### config.mk
export PLATFORM = sky130hd
export DESIGN_NAME = handheld_timer_divider_counter_core
export DESIGN_NICKNAME = d
export VERILOG_FILES = /design/src/rtl/core/hdtc_pkg.sv /design/src/rtl/core/handheld_timer_divider_counter_core.sv /design/src/rtl/core/hdtc_timer.sv
export SDC_FILE = /design/constraint.sdc
export NUM_CORES = 1
export LEC_CHECK = 0
export BUFFER_PORTS_ARGS = -buffer_cell sky130_fd_sc_hd__buf_2
export CORE_AREA = 2 2 96 98
export DETAILED_ROUTE_END_ITERATION = 10
export DIE_AREA = 0 0 98 100
export SETUP_SLACK_MARGIN = 0.15
export SLEW_MARGIN = 25
export SYNTH_ARGS = -nofsm -noshare
export SYNTH_HDL_FRONTEND = slang
export SYNTH_HIERARCHICAL = 1
export SYNTH_SLANG_ARGS = --single-unit
### constraint.sdc
create_clock -name clk -period 3.55 [get_ports clk]
set_clock_uncertainty 0.1 [all_clocks]
set_input_delay 0.71 -clock clk [delete_from_list [all_inputs] [get_ports clk]]
set_output_delay 0.71 -clock clk [all_outputs]
set_load 0.02 [all_outputs]
### src/rtl/core/hdtc_pkg.sv
// hdtc_pkg: types and constants shared by the handheld timer core.
// Transaction structs, command and register select codes, counter period masks.
// No dependencies.
package hdtc_pkg;

  localparam logic [1:0] CMD_TICK  = 2'd0;
  localparam logic [1:0] CMD_WRITE = 2'd1;
  localparam logic [1:0] CMD_READ  = 2'd2;

  localparam logic [1:0] SEL_DIVIDER = 2'd0;
  localparam logic [1:0] SEL_COUNTER = 2'd1;
  localparam logic [1:0] SEL_MODULO  = 2'd2;
  localparam logic [1:0] SEL_CONTROL = 2'd3;

  localparam int unsigned CTRL_ENABLE_BIT = 2;

  typedef struct packed {
    logic [1:0] cmd;
    logic [7:0] cycle_index;
    logic [1:0] reg_select;
    logic [7:0] write_data;
  } hdtc_in_t;

  typedef struct packed {
    logic [7:0] read_data;
    logic       timer_irq;
  } hdtc_out_t;

  // counter period minus one, by control bits 1..0
  function automatic logic [7:0] period_mask(input logic [1:0] rate);
    logic [7:0] m;
    begin
      case (rate)
        2'd0:    m = 8'hFF;
        2'd1:    m = 8'h03;
        2'd2:    m = 8'h0F;
        default: m = 8'h3F;
      endcase
      return m;
    end
  endfunction

endpackage

### src/rtl/core/handheld_timer_divider_counter_core.sv
// Handheld timer core top level: input register, timer update, result register.
// One transaction in, one result transaction out, in order.
// Depends on hdtc_pkg and hdtc_timer.
//
// Accepts one tick, register write or register read every clock cycle and
// returns exactly one result transaction for each, in order. An accepted
// transaction waits in the input register, then passes through the timer
// update into the result register. Throughput is one transaction per cycle;
// it drops only while out_stall holds the result register.
module handheld_timer_divider_counter_core (
  input  logic                clk,
  input  logic                rst_n,
  input  logic                in_valid,
  output logic                in_stall,
  input  hdtc_pkg::hdtc_in_t  in_data,
  output logic                out_valid,
  input  logic                out_stall,
  output hdtc_pkg::hdtc_out_t out_data
);

  logic                s1_valid_r;
  hdtc_pkg::hdtc_in_t  s1_data_r;
  logic                out_valid_r;
  hdtc_pkg::hdtc_out_t out_data_r;
  hdtc_pkg::hdtc_out_t res;
  logic                out_free;
  logic                s1_adv;
  logic                in_acc;

  assign out_free = !out_valid_r || !out_stall;
  assign s1_adv   = s1_valid_r && out_free;
  assign in_stall = s1_valid_r && !out_free;
  assign in_acc   = in_valid && !in_stall;

  hdtc_timer u_timer (
    .clk    (clk),
    .rst_n  (rst_n),
    .step   (s1_adv),
    .item   (s1_data_r),
    .result (res)
  );

  always_ff @(posedge clk) begin
    if (!rst_n) begin
      s1_valid_r <= 1'b0;
    end else if (in_acc) begin
      s1_valid_r <= 1'b1;
    end else if (s1_adv) begin
      s1_valid_r <= 1'b0;
    end
  end

  always_ff @(posedge clk) begin
    if (in_acc) begin
      s1_data_r <= in_data;
    end
  end

  always_ff @(posedge clk) begin
    if (!rst_n) begin
      out_valid_r <= 1'b0;
    end else if (s1_adv) begin
      out_valid_r <= 1'b1;
    end else if (!out_stall) begin
      out_valid_r <= 1'b0;
    end
  end

  always_ff @(posedge clk) begin
    if (s1_adv) begin
      out_data_r <= res;
    end
  end

  assign out_valid = out_valid_r;
  assign out_data  = out_data_r;

endmodule

### src/rtl/core/hdtc_timer.sv
// hdtc_timer: timer register file and single-pass update logic.
// Holds divider, counter, modulo, control, overflow and reload flags.
// Depends on hdtc_pkg.
module hdtc_timer (
  input  logic              clk,
  input  logic              rst_n,
  input  logic              step,
  input  hdtc_pkg::hdtc_in_t item,
  output hdtc_pkg::hdtc_out_t result
);

  logic [7:0] div_r, div_nxt;
  logic [7:0] cnt_r, cnt_nxt;
  logic [7:0] mod_r, mod_nxt;
  logic [7:0] ctrl_r, ctrl_nxt;
  logic       ovf_r, ovf_nxt;
  logic       rel_r, rel_nxt;

  always_comb begin
    div_nxt  = div_r;
    cnt_nxt  = cnt_r;
    mod_nxt  = mod_r;
    ctrl_nxt = ctrl_r;
    ovf_nxt  = ovf_r;
    rel_nxt  = rel_r;
    result   = '0;
    case (item.cmd)
      hdtc_pkg::CMD_TICK: begin
        rel_nxt = 1'b0;
        if (item.cycle_index[5:0] == 6'd0) begin
          div_nxt = div_r + 8'd1;
        end
        if (ctrl_r[hdtc_pkg::CTRL_ENABLE_BIT]) begin
          if (ovf_r) begin
            ovf_nxt          = 1'b0;
            rel_nxt          = 1'b1;
            cnt_nxt          = mod_r;
            result.timer_irq = 1'b1;
          end
          if ((item.cycle_index & hdtc_pkg::period_mask(ctrl_r[1:0])) == 8'd0) begin
            if (cnt_nxt == 8'hFF) begin
              ovf_nxt = 1'b1;
              cnt_nxt = 8'd0;
            end else begin
              cnt_nxt = cnt_nxt + 8'd1;
            end
          end
        end
      end
      hdtc_pkg::CMD_WRITE: begin
        unique case (item.reg_select)
          hdtc_pkg::SEL_DIVIDER: div_nxt = 8'd0;
          hdtc_pkg::SEL_COUNTER: begin
            if (!rel_r) begin
              cnt_nxt = item.write_data;
              ovf_nxt = 1'b0;
            end
          end
          hdtc_pkg::SEL_MODULO: begin
            if (rel_r) begin
              cnt_nxt = mod_r;
            end
            mod_nxt = item.write_data;
          end
          default: ctrl_nxt = item.write_data;
        endcase
      end
      hdtc_pkg::CMD_READ: begin
        unique case (item.reg_select)
          hdtc_pkg::SEL_DIVIDER: result.read_data = div_r;
          hdtc_pkg::SEL_COUNTER: result.read_data = cnt_r;
          hdtc_pkg::SEL_MODULO:  result.read_data = mod_r;
          default:               result.read_data = ctrl_r;
        endcase
      end
      default: ;
    endcase
  end

  always_ff @(posedge clk) begin
    if (!rst_n) begin
      div_r  <= '0;
      cnt_r  <= '0;
      mod_r  <= '0;
      ctrl_r <= '0;
      ovf_r  <= 1'b0;
      rel_r  <= 1'b0;
    end else if (step) begin
      div_r  <= div_nxt;
      cnt_r  <= cnt_nxt;
      mod_r  <= mod_nxt;
      ctrl_r <= ctrl_nxt;
      ovf_r  <= ovf_nxt;
      rel_r  <= rel_nxt;
    end
  end

endmodule

======== Word level (Yosys, flattened, before mapping) ========
Cells that the tools add are included.
storage, ports and cells
  output and inout port bits .............. 11
  bits in registers ....................... 65
cells by class
  reductions and logical operators ........ 22
  add/subtract/negate cells ............... 2
  bitwise gates (word level) .............. 2
  mux-type cells .......................... 29
  eq/ne operators ......................... 16
operators with widths
  kind                                                 number
  2-to-1 mux 8 bit                                     12
  case mux 8 bit (2 select lines)                      3
  case mux 8 bit (3 select lines)                      2
  adder 8 x 1 -> 8 bit, second input constant          2
  2-to-1 mux 1 bit                                     11
  != test 2 x 1 -> 1 bit, second input constant        5
  AND 8 bit                                            1
  equality test 8 bit, second input constant           1
  zero test 8 bit                                      1
  equality test 2 x 1 -> 1 bit, second input constant  3
  equality test 2 bit, second input constant           3
  zero test 2 bit                                      3
  zero test 6 bit                                      1
  AND reduction 3 bit                                  2
  AND reduction 6 bit                                  1
  AND reduction 5 bit                                  1
  zero test 1 bit                                      4
  AND reduction 4 bit                                  1
  nonzero test 2 bit                                   2
  logical AND 1 bit                                    3
  != test 3 x 1 -> 1 bit, second input constant        1
  != test 3 x 2 -> 1 bit, second input constant        1
  != test 3 bit, second input constant                 1
  OR reduction 3 bit                                   1
  5 further kinds                                      5

======== Logic depth before layout (Yosys ltp) ========
Gate-level depths: netlist of run 1.
  depth in word-level cells ............... 9
  mapped depth ............................ 9

======== Hierarchy ========
The synthesis of run 1 kept the hierarchy.
modules (own cells, without submodules)
  module                               seq. area each (µm²)  area each (µm²)  cells each  times used
  hdtc_timer                           680.7                 2,303.5          300         1
  handheld_timer_divider_counter_core  910.9                 954.7            37          1

======== Worst setup path before layout of run 1 ========
No wires, ideal clock.
  path kind ............................... input to register
  from .................................... in out_stall
  to ...................................... reg u_timer.div_r[4]
  path slack .............................. 618 ps
  arrival time ............................ 2,760 ps
  cell stages on the path ................. 6
  data required time ...................... 3,378 ps
  cell sequence ........................... a21boi_0 -> nand2b_1 -> buf_2 -> nor3b_1 -> and3_1 -> mux2i_1
on the way
  word-level cells in the longest chain between the ends .. 4
RTL lines
  element                               line                                       source
  start: declaration                    handheld_timer_divider_counter_core.sv:17  input logic out_stall,
  zero test 1 bit                       -
  logical OR 1 bit                      handheld_timer_divider_counter_core.sv:30  assign out_free = !out_valid_r || !out_stall;
  logical AND 1 bit                     handheld_timer_divider_counter_core.sv:31  assign s1_adv = s1_valid_r && out_free;
  AND reduction 4 bit (no source line)  -
  end signal: assignment                hdtc_timer.sv:89                           div_r <= div_nxt;
  end: declaration                      hdtc_timer.sv:12                           logic [7:0] div_r, div_nxt;
No other way between the ends.
A chain may end at the register's enable or synchronous reset.

======== Final worst setup path of run 1 ========
  from .................................... reg u_timer.ovf_r
  to ...................................... reg u_timer.cnt_r[4]
on the way
  word-level cells in the longest chain between the ends .. 8
  elaborated cells between the ends (all ways) .. 9
RTL lines
  element                                                             line                                source
  start: declaration                                                  hdtc_timer.sv:16                    logic ovf_r, ovf_nxt;
  start signal: assignment                                            hdtc_timer.sv:93                    ovf_r <= ovf_nxt;
  2-to-1 mux 8 bit *                                                  hdtc_timer.sv:34                    if (ovf_r) begin
  2-to-1 mux 8 bit *                                                  hdtc_timer.sv:33                    if (ctrl_r[hdtc_pkg::CTRL_ENABLE_BIT]) begin
  2-to-1 mux 8 bit *                                                  hdtc_timer.sv:27                    case (item.cmd)
  adder 8 x 1 -> 8 bit / equality test 8 bit (equally long branches)  hdtc_timer.sv:45, hdtc_timer.sv:41
  2-to-1 mux 8 bit                                                    hdtc_timer.sv:41                    if (cnt_nxt == 8'hFF) begin
  2-to-1 mux 8 bit *                                                  hdtc_timer.sv:40                    if ((item.cycle_index & hdtc_pkg::period_mask(ctrl_r[1:0])) == 8'd0) begin
  2-to-1 mux 8 bit *                                                  hdtc_timer.sv:33
  case mux 8 bit (2 select lines) *                                   hdtc_timer.sv:27
  end signal: assignment                                              hdtc_timer.sv:90                    cnt_r <= cnt_nxt;
  end: declaration                                                    hdtc_timer.sv:13                    logic [7:0] cnt_r, cnt_nxt;
Every way passes the cells marked *; elsewhere a longest branch is shown, timed or not. The select of a mux whose other input is x is not followed.

==> results by group, run 1 <==
Global routing
  • Largest net degree at the start of global routing: 35
  • Initial antenna violation count: 0
  • Remaining Overflow, GRT: 0
  • Vias in the first global route: 2376
  • Total Routing Usage GR: 0.158
  • First-pass GRT wire length: approximately 12 mm

Yosys
  • Top_reg_cell synth: dfxtp_1
  • Sequential element share of the synthesized area: 0.488
  • Largest family of logic cells by synthesized area: simple AND/OR/NAND/NOR gates
  • Share of the synthesized area in the top cell type: 0.267
  • Post-synthesis register bit count: 65
  • Yosys warning count: 6
  • Compound-Gate Fraction of Synth Area: 0.179
  • Post-Synth Adder-Cell Area: 0.0307
  • Area contributors post-synth: edfxtp_1, dfxtp_1, nand2_1
  • Mux contribution to synthesized area: 0.0472
  • Top-count cell post-synth: nand2_1
  • Synth Area in XOR/XNOR: 0.0188
  • Post-Syn Nets: 369
  • Async set-or-reset flop fraction in the synthesized netlist: 0
  • Mapped Area: ~3300 µm²
  • Simple-gate portion of the synthesized area: 0.193
  • Library cells used by synthesis: 52
  • Commonest cells in the synthesized netlist: nand2_1, dfxtp_1, edfxtp_1, nor2_1, a21boi_0
  • Post-synth EDFFs: 29
  • Synth area leader: edfxtp_1
  • Mean Syn Cell Area: 9.67 µm²
  • Mapped Cells: 337

Job
  • Max Cap Viol: 0

Routing
  • Drt total wl: ~7.4 mm
  • Routed WL per cell: 15.5 µm
  • DRC: 0
  • Via count: approximately 2.6k
  • Initial detailed-routing violation count: 235
  • First-pass detailed-route iteration total: 5
  • Via-to-Cell Ratio: ~5.3
  • DRT antenna net count: 0

CTS
  • Setup repair bufs after CTS: 0
  • Sink Count: 65
  • Clock buffer depth: 2
  • Clock transition at the registers of the reported paths: 80 ps
  • Clock buffer count from CTS: 9
  • CTS tree: done
  • Post_cts resized: 0
  • Clk Tree Root Cell: clkbuf_8
  • CTS Hold Buffers Added: 0
  • Clock latency on the worst-skew pair: 350 ps
  • Max H-tree Level: 3

Worst hold path
  • Hold depth: 2
  • Worst Hold Path EP: u_timer/ctrl_r[5]
  • HP Start: u_timer/ctrl_r[5]
  • Hold WC Path Type: reg2reg

Setup path
  • Worst Path Arrival: between 2000 and 3000 ps
  • Critical Path End Type: register
  • Critical path class: reg2reg
  • Reg2Reg Depth: 7
  • Worst EP required: 3760 ps
  • Critical Path Start Type: register
  • FF-to-FF setup slack: 980 ps
  • Critical R2R Launch: u_timer/ovf_r
  • Worst-path fanout max: 23
  • Reg-to-Reg End: u_timer/cnt_r[4]

Floorplan
  • Boundary Pins: 35
  • Core area: 8890 µm²
  • Initial Utilization: 0.367
  • Row count: 35
  • Die area: ~10000 µm²
  • Die Y: 100 µm
  • Die W: 98 µm

Pwr
  • Switch share: 0.263
  • Pwr Total: 1.49 mW
  • Switching power of the nets: 0.392 mW
  • Clk pwr share: 0.384
  • Leakage power: around 1.3 nW
  • Seq pwr share: 0.552
  • Comb pwr share: 0.064
  • Worst vdd ir: 322 µV
  • Internal: 1.10 mW
  • Power density over cell area: around 410 nW/µm²

Timing
  • Max-slew violations: 0
  • TNS Setup: 0 ps
  • Final setup vio count: 0
  • Crit path time final: 2570 ps
  • Peak Freq: 0.389 GHz
  • Fin crit share: 0.724
  • Worst-margin pin slew: 837 ps
  • Slew headroom: 0.442
  • Final hold vios: 0
  • RSZ-0062 raised after global routing: no

Final layout
  • Nets: between 300 and 400
  • Area delta synth->final: 12.5%
  • Layout cells sized above 1: 0.176
  • # diodes: 0
  • FILL cells: ~890

Outcome
  • Status: complete, no violations

Placement
  • Buffers added on ports: 34
  • Routability cong.: about 0.82
  • Post-DP HPWL: 5.29 mm
-- worst max-delay path, cell delays in order, from the launching register on --
cell and delay, ps:
dfxtp_1 840, mux2i_1 350, inv_1 70, ha_1 210, a21boi_2 190, a31oi_1 410, o21a_1 190, o221a_2 170
-- cells by family after synthesis --
| logic type | count (synthesis) |
|---|---|
| AO/OA/AOI/OAI | 85 |
| XOR/XNOR | 7 |
| adder cells (fa/ha/maj) | 8 |
| buffers and inverters | 30 |
| flip-flops | 65 |
| multiplexers | 15 |
| AND/OR/NAND/NOR | 127 |
-- cells in the final DEF (no fill, tap or decap), drive strengths merged, types with 9 or more instances in the layout --
| master | netlist | routed |
|---|---|---|
| edfxtp | 29 | 29 |
| inv | 11 | 13 |
| nand3 | 17 | 17 |
| buf | 14 | 36 |
| nor2 | 28 | 28 |
| a21boi | 20 | 20 |
| dfxtp | 36 | 36 |
| clkbuf | 5 | 9 |
| a21oi | 16 | 16 |
| o21ai | 18 | 18 |
| mux2i | 12 | 12 |
| nand2 | 45 | 45 |
-- metal layers --
metal | wire (µm) | share of wire | vias to the layer above | GRT usage
met5 | 0 | 0 | - | 0
met4 | 118 | 0.016 | 0 | 0.0641
met3 | 296 | 0.040 | 8 | 0.0376
met2 | 3410 | 0.46 | 55 | 0.253
met1 | 3620 | 0.49 | 1222 | 0.208
li1 | - | - | 1282 | -
-- how the worst max path moves through the flow --
stage | start | end | slack (ps)
final | u_timer/ovf_r | u_timer/cnt_r[4] | 980
after global routing | u_timer/ovf_r | u_timer/cnt_r[3] | 740
after CTS | u_timer/ovf_r | u_timer/cnt_r[4] | 1010
after detailed placement | out_stall | u_timer/cnt_r[4] | 870
after global placement | out_stall | u_timer/cnt_r[4] | 940
after floorplan | out_stall | u_timer/div_r[4] | 620
-- power by group through the flow --
stage	sequential (mW)	clock [mW]	combinational [mW]
final	0.823	0.572	0.0957
after global routing	0.825	0.616	0.106
after CTS	0.823	0.588	0.0964
after detailed placement	0.840	0	0.0960
after global placement	0.840	0	0.0950
after floorplan	0.839	0	0.0585
-- sequential cells by signal (all words and copies together) (netlist names) --
signal and cells:
s1_data_r 20, u_timer/mod_r 8, u_timer/rel_r 1, u_timer/ctrl_r 8, out_valid 1, s1_valid_r 1, u_timer/cnt_r 8, u_timer/ovf_r 1
out_data 9, u_timer/div_r 8
-- through the flow --
step	hold slack [ps]	utilization	setup WS (ps)	cell area, µm²	instances
after floorplan	335	-	618	3260	337
after global placement	358	0.392	945	3490	465
after detailed placement	363	0.392	874	3490	465
after CTS	372	0.412	1010	3660	481
after global routing	395	0.412	737	3660	481
final	370	0.412	980	3660	481
-- layout make-up --
cell class	count	area, µm²	area share
sequential	65	1590	0.434
multi-input combinational	242	1530	0.417
timing repair buffer	36	185	0.0505
tap	111	139	0.0379
clock buffer	9	124	0.0338
clock inverter	7	55.1	0.0150
inverter	11	41.3	0.0113
No activity file was read; power rests on OpenSTA's default activity.
==> run 2: changes to the inputs <==
==> constraint.sdc (replaced) <==
create_clock -name clk -period 2.7 [get_ports clk]
set_clock_uncertainty 0.1 [all_clocks]
set_input_delay 0.54 -clock clk [delete_from_list [all_inputs] [get_ports clk]]
set_output_delay 0.54 -clock clk [all_outputs]
set_load 0.02 [all_outputs]
==> results by group, run 2 (synthesis gave the netlist of run 1 again) <==
Outcome
  • Status: complete, no violations

Final layout
  • Area delta synth->final: 14.6%
  • Layout cells sized above 1: 0.189
  • Most frequent cells in the layout: nand2_1, dfxtp_1, buf_2, edfxtp_1, nor2_1
  • Commonest non-fill, non-tap cell in the layout: nand2_1
  • # diodes: 0
  • Most flop-heavy register: s1_data_r
  • FILL cells: roughly 880
  • Nets: 403
  • Number of flip-flops in the largest register: 20

Routing
  • First-pass detailed-route iteration total: 5
  • Initial detailed-routing violation count: 250
  • Via count: 2680
  • Drt total wl: between 7 and 8 mm
  • DRC: 0
  • Routed WL per cell: 16.3 µm
  • Via-to-Cell Ratio: approximately 5.5
  • DRT antenna net count: 0

Global routing
  • Total Routing Usage GR: 0.167
  • Initial antenna violation count: 0
  • First-pass GRT wire length: about 13 mm
  • Remaining Overflow, GRT: 0
  • Largest net degree at the start of global routing: 34
  • Vias in the first global route: 2499

Timing
  • Crit path time final: 2240 ps
  • Peak Freq: 0.447 GHz
  • TNS Setup: 0 ps
  • Slew headroom: 0.635
  • Max-slew violations: 0
  • Final hold vios: 0
  • RSZ-0062 raised after global routing: no
  • Final setup vio count: 0
  • Fin crit share: 0.829
  • Worst-margin pin slew: 547 ps

Floorplan
  • Initial Utilization: 0.367
  • Boundary Pins: 35
  • Die Y: 100 µm
  • Die area: 9800 µm²
  • Core area: 8890 µm²
  • Die W: 98 µm
  • Row count: 35

CTS
  • Setup repair bufs after CTS: 0
  • Max H-tree Level: 3
  • Sink Count: 65
  • Clk Tree Root Cell: clkbuf_8
  • Post_cts resized: 0
  • Clock buffer depth: 2
  • Clock buffer count from CTS: 9
  • Clock transition at the registers of the reported paths: ~80 ps
  • CTS tree: done
  • Clock latency on the worst-skew pair: 350 ps
  • CTS Hold Buffers Added: 0

Pwr
  • Power density over cell area: 554 nW/µm²
  • Comb pwr share: 0.065
  • Worst vdd ir: 284 µV
  • Internal: 1.54 mW
  • Switch share: 0.253
  • Seq pwr share: 0.524
  • Clk pwr share: 0.411
  • Switching power of the nets: 0.522 mW
  • Pwr Total: a little over 2 mW
  • Leakage power: around 1.4 nW

Setup path
  • Worst Path Arrival: 2390 ps
  • Critical path class: reg2reg
  • Critical Path Start Type: register
  • Worst-path fanout max: 16
  • Worst EP required: 2850 ps
  • Critical Path End Type: register

Job
  • Max Cap Viol: 0

Placement
  • Post-DP HPWL: 5.70 mm
  • Buffers added on ports: 34
  • Routability cong.: 0.845

Worst hold path
  • Hold WC Path Type: in2reg
[run 2: cell count changes in the layout (fill, tap and decap cells not counted), sizes merged]
cell,previous run,this run
buf,36,42
clkinv,0,2
clkinvlp,5,1
bufinv,0,1
inv,13,14
[run 2: power groups by stage]
stage	logic, mW	clock network [mW]	registers [mW]
global placement	0.131	0	1.10
floorplan	0.0770	0	1.10
detailed placement	0.133	0	1.10
CTS	0.133	0.874	1.08
finish	0.134	0.850	1.08
global route	0.147	0.908	1.08
[run 2: path summary, 6_finish.rpt]
check,start,endpoint,slack (ps),depth (start not counted)
worst min register to register,u_timer/ctrl_r[6],u_timer/ctrl_r[6],390,2
worst max register to register,u_timer/ctrl_r[0],u_timer/cnt_r[4],460,7
worst min-delay path,in_data[11],s1_data_r[11],260,1
worst max-delay path,u_timer/ctrl_r[0],u_timer/cnt_r[4],460,7
[run 2: cell type report]
class	instances	area, µm²	area share
Sequential cell	65	1590	0.426
Multi-Input combinational cell	242	1530	0.410
Timing Repair Buffer	42	230	0.0617
Tap cell	111	139	0.0372
Clock buffer	9	124	0.0332
Clock inverter	7	77.6	0.0208
Inverter	11	41.3	0.0111
[run 2: per-layer routing]
metal  part of all wire  track usage  vias up
li1                   -            -     1293
met3              0.057       0.0418       14
met1               0.46        0.218     1276
met2               0.46        0.259       97
met5                  0            0        -
met4              0.022       0.0812        0
[run 2: worst max-delay path, cell delays in order, from the launching register on]
cell and delay (ps):
dfxtp_1 370, inv_1 60, ha_1 270, o21bai_1 100, o2111a_1 530, a31oi_1 290
o21a_1 180, o221a_2 230
[run 2: through the flow]
| step | setup WS [ps] | instance area, µm² | instances | utilization | hold WS [ps] |
|---|---|---|---|---|---|
| after floorplan | 313 | 3260 | 337 | - | 335 |
| after global placement | 498 | 3530 | 471 | 0.397 | 372 |
| after detailed placement | 470 | 3530 | 471 | 0.397 | 376 |
| after CTS | 465 | 3730 | 487 | 0.420 | 239 |
| after global routing | 339 | 3730 | 487 | 0.420 | 240 |
| final | 461 | 3730 | 487 | 0.420 | 259 |
==> run 3: changes to the inputs <==
==> constraint.sdc (replaced) <==
create_clock -name clk -period 2.15 [get_ports clk]
set_clock_uncertainty 0.1 [all_clocks]
set_input_delay 0.43 -clock clk [delete_from_list [all_inputs] [get_ports clk]]
set_output_delay 0.43 -clock clk [all_outputs]
set_load 0.02 [all_outputs]
==> results by group, run 3 (synthesis gave the netlist of run 1 again) <==
Outcome
  • Status: complete, no violations

Timing
  • TNS Setup: 0 ps
  • Fin crit share: 0.901
  • RSZ-0062 raised after global routing: yes
  • Final setup vio count: 0
  • Worst-margin pin slew: 490 ps
  • Final hold vios: 0
  • Worst Hold Margin: 140 ps
  • Crit path time final: just under 2000 ps
  • Max-slew violations: 0
  • Fin worst setup slack: 212 ps
  • Slew headroom: 0.674
  • Peak Freq: 0.516 GHz

Floorplan
  • Die W: 98 µm
  • Boundary Pins: 35
  • Die Y: 100 µm
  • Core area: 8890 µm²
  • Initial Utilization: 0.367
  • Die area: 9800 µm²
  • Row count: 35

Final layout
  • Area delta synth->final: 19.9%
  • Post-route insts no fill: 499
  • Most flop-heavy register: s1_data_r
  • Most frequent cells in the layout: nand2_1, buf_2, dfxtp_1, edfxtp_1, nor2_1
  • Commonest non-fill, non-tap cell in the layout: nand2_1
  • Nets: 415
  • Layout cells sized above 1: 0.247
  • Number of flip-flops in the largest register: 20
  • # diodes: 0

Routing
  • DRC: 0
  • Via-to-Cell Ratio: 5.39
  • DRT antenna net count: 0
  • Routed WL per cell: 16.6 µm
  • Drt total wl: 8.28 mm
  • Initial detailed-routing violation count: about 160
  • First-pass detailed-route iteration total: 5
  • Via count: 2689

Setup path
  • Largest delay share family, worst path: compound AO/OA/AOI/OAI gates
  • Worst-path cell chain: inv_1 > ha_2 > mux2i_1 > a31oi_2 > nor2_2 > buf_4 > o221a_2
  • Critical path class: reg2reg
  • CP max stage delay: 420 ps
  • Worst-path fanout max: 8
  • WP buf/inv: 2
  • Worst path slowest cell: edfxtp_1
  • Critical Path End Type: register
  • Worst Path Arrival: 2090 ps
  • Worst EP required: roughly 2300 ps
  • Critical Path Start Type: register

Global routing
  • Initial antenna violation count: 0
  • Largest net degree at the start of global routing: 32
  • Total Routing Usage GR: 0.171
  • Vias in the first global route: 2492
  • First-pass GRT wire length: ~13 mm
  • Remaining Overflow, GRT: 0

CTS
  • Max H-tree Level: 3
  • Clock buffer depth: 2
  • Clock transition at the registers of the reported paths: 80 ps
  • Clock latency on the worst-skew pair: 360 ps
  • CTS tree: done
  • Clk Tree Root Cell: clkbuf_8
  • Sink Count: 65
  • Clock buffer count from CTS: 9

Pwr
  • Power density over cell area: 698 nW/µm²
  • Worst vdd ir: 393 µV
  • Pwr Total: 2.73 mW
  • Leakage power: 1.42 nW

Placement
  • Dpl cells: 479
  • Worst slack at placement: 59.2 ps
  • Routability cong.: 0.905
  • Post-DP HPWL: a little over 6 mm
  • Buffers added on ports: 34

Job
  • Max Cap Viol: 0

Worst hold path
  • Hold WC Path Type: in2reg
-- run 3: cell types whose count changed in the layout (fill, tap and decap cells not counted), moves of 2 or more --
cell     delta
buf_4      +11
ha_2        +2
a31oi_2     +2
dfxtp_2     +3
dfxtp_1     -3
a31oi_1     -2
ha_1        -2
-- run 3: stage by stage --
step | util | area [µm²]
final | 0.440 | 3910
after global routing | 0.440 | 3910
after CTS | 0.435 | 3860
after detailed placement | 0.408 | 3630
after global placement | 0.408 | 3630
after floorplan | - | 3290
-- run 3: final cells by class --
cell class              instances  area [µm²]
fillers                       874        4980
flip-flops and latches         65        1600
multi-input cells             242        1570
repair buffers                 54         333
well taps                     111         139
clock buffers                   9         124
clock inverters                 7         101
inverters                      11        41.3
-- run 3: layer usage --
metal / GRT usage / vias up / part of all wire
met5: 0 / - / 0
met4: 0.0502 / 0 / 0.0095
met3: 0.0481 / 8 / 0.052
met2: 0.266 / 89 / 0.47
met1: 0.233 / 1273 / 0.47
li1: - / 1319 / -
-- run 3: what timing repair did --
| item | CTS | global route |
|---|---|---|
| cloned | 0 | 0 |
| gates resized for setup | 3 | 6 |
| endpoints found under the setup margin | 6 | 20 |
| setup buffers | 1 | 3 |
| pin swaps | 0 | 0 |
| hold buffers | 0 | 0 |
-- run 3: worst paths after layout --
| check | from | endpoint | slack (ps) | cells past startpoint |
|---|---|---|---|---|
| max reg2reg | s1_data_r[8] | u_timer/cnt_r[4] | 210 | 7 |
| min reg2reg | u_timer/ctrl_r[7] | u_timer/ctrl_r[7] | 390 | 2 |
| min | in_data[1] | s1_data_r[1] | 140 | 1 |
| max | s1_data_r[8] | u_timer/cnt_r[4] | 210 | 7 |
-- run 3: where the power goes --
group	internal, mW	switching (mW)	total [mW]
clock	0.662	0.522	1.18
sequential	1.33	0.0280	1.36
combinational	0.0755	0.111	0.186
total	2.07	0.661	2.73
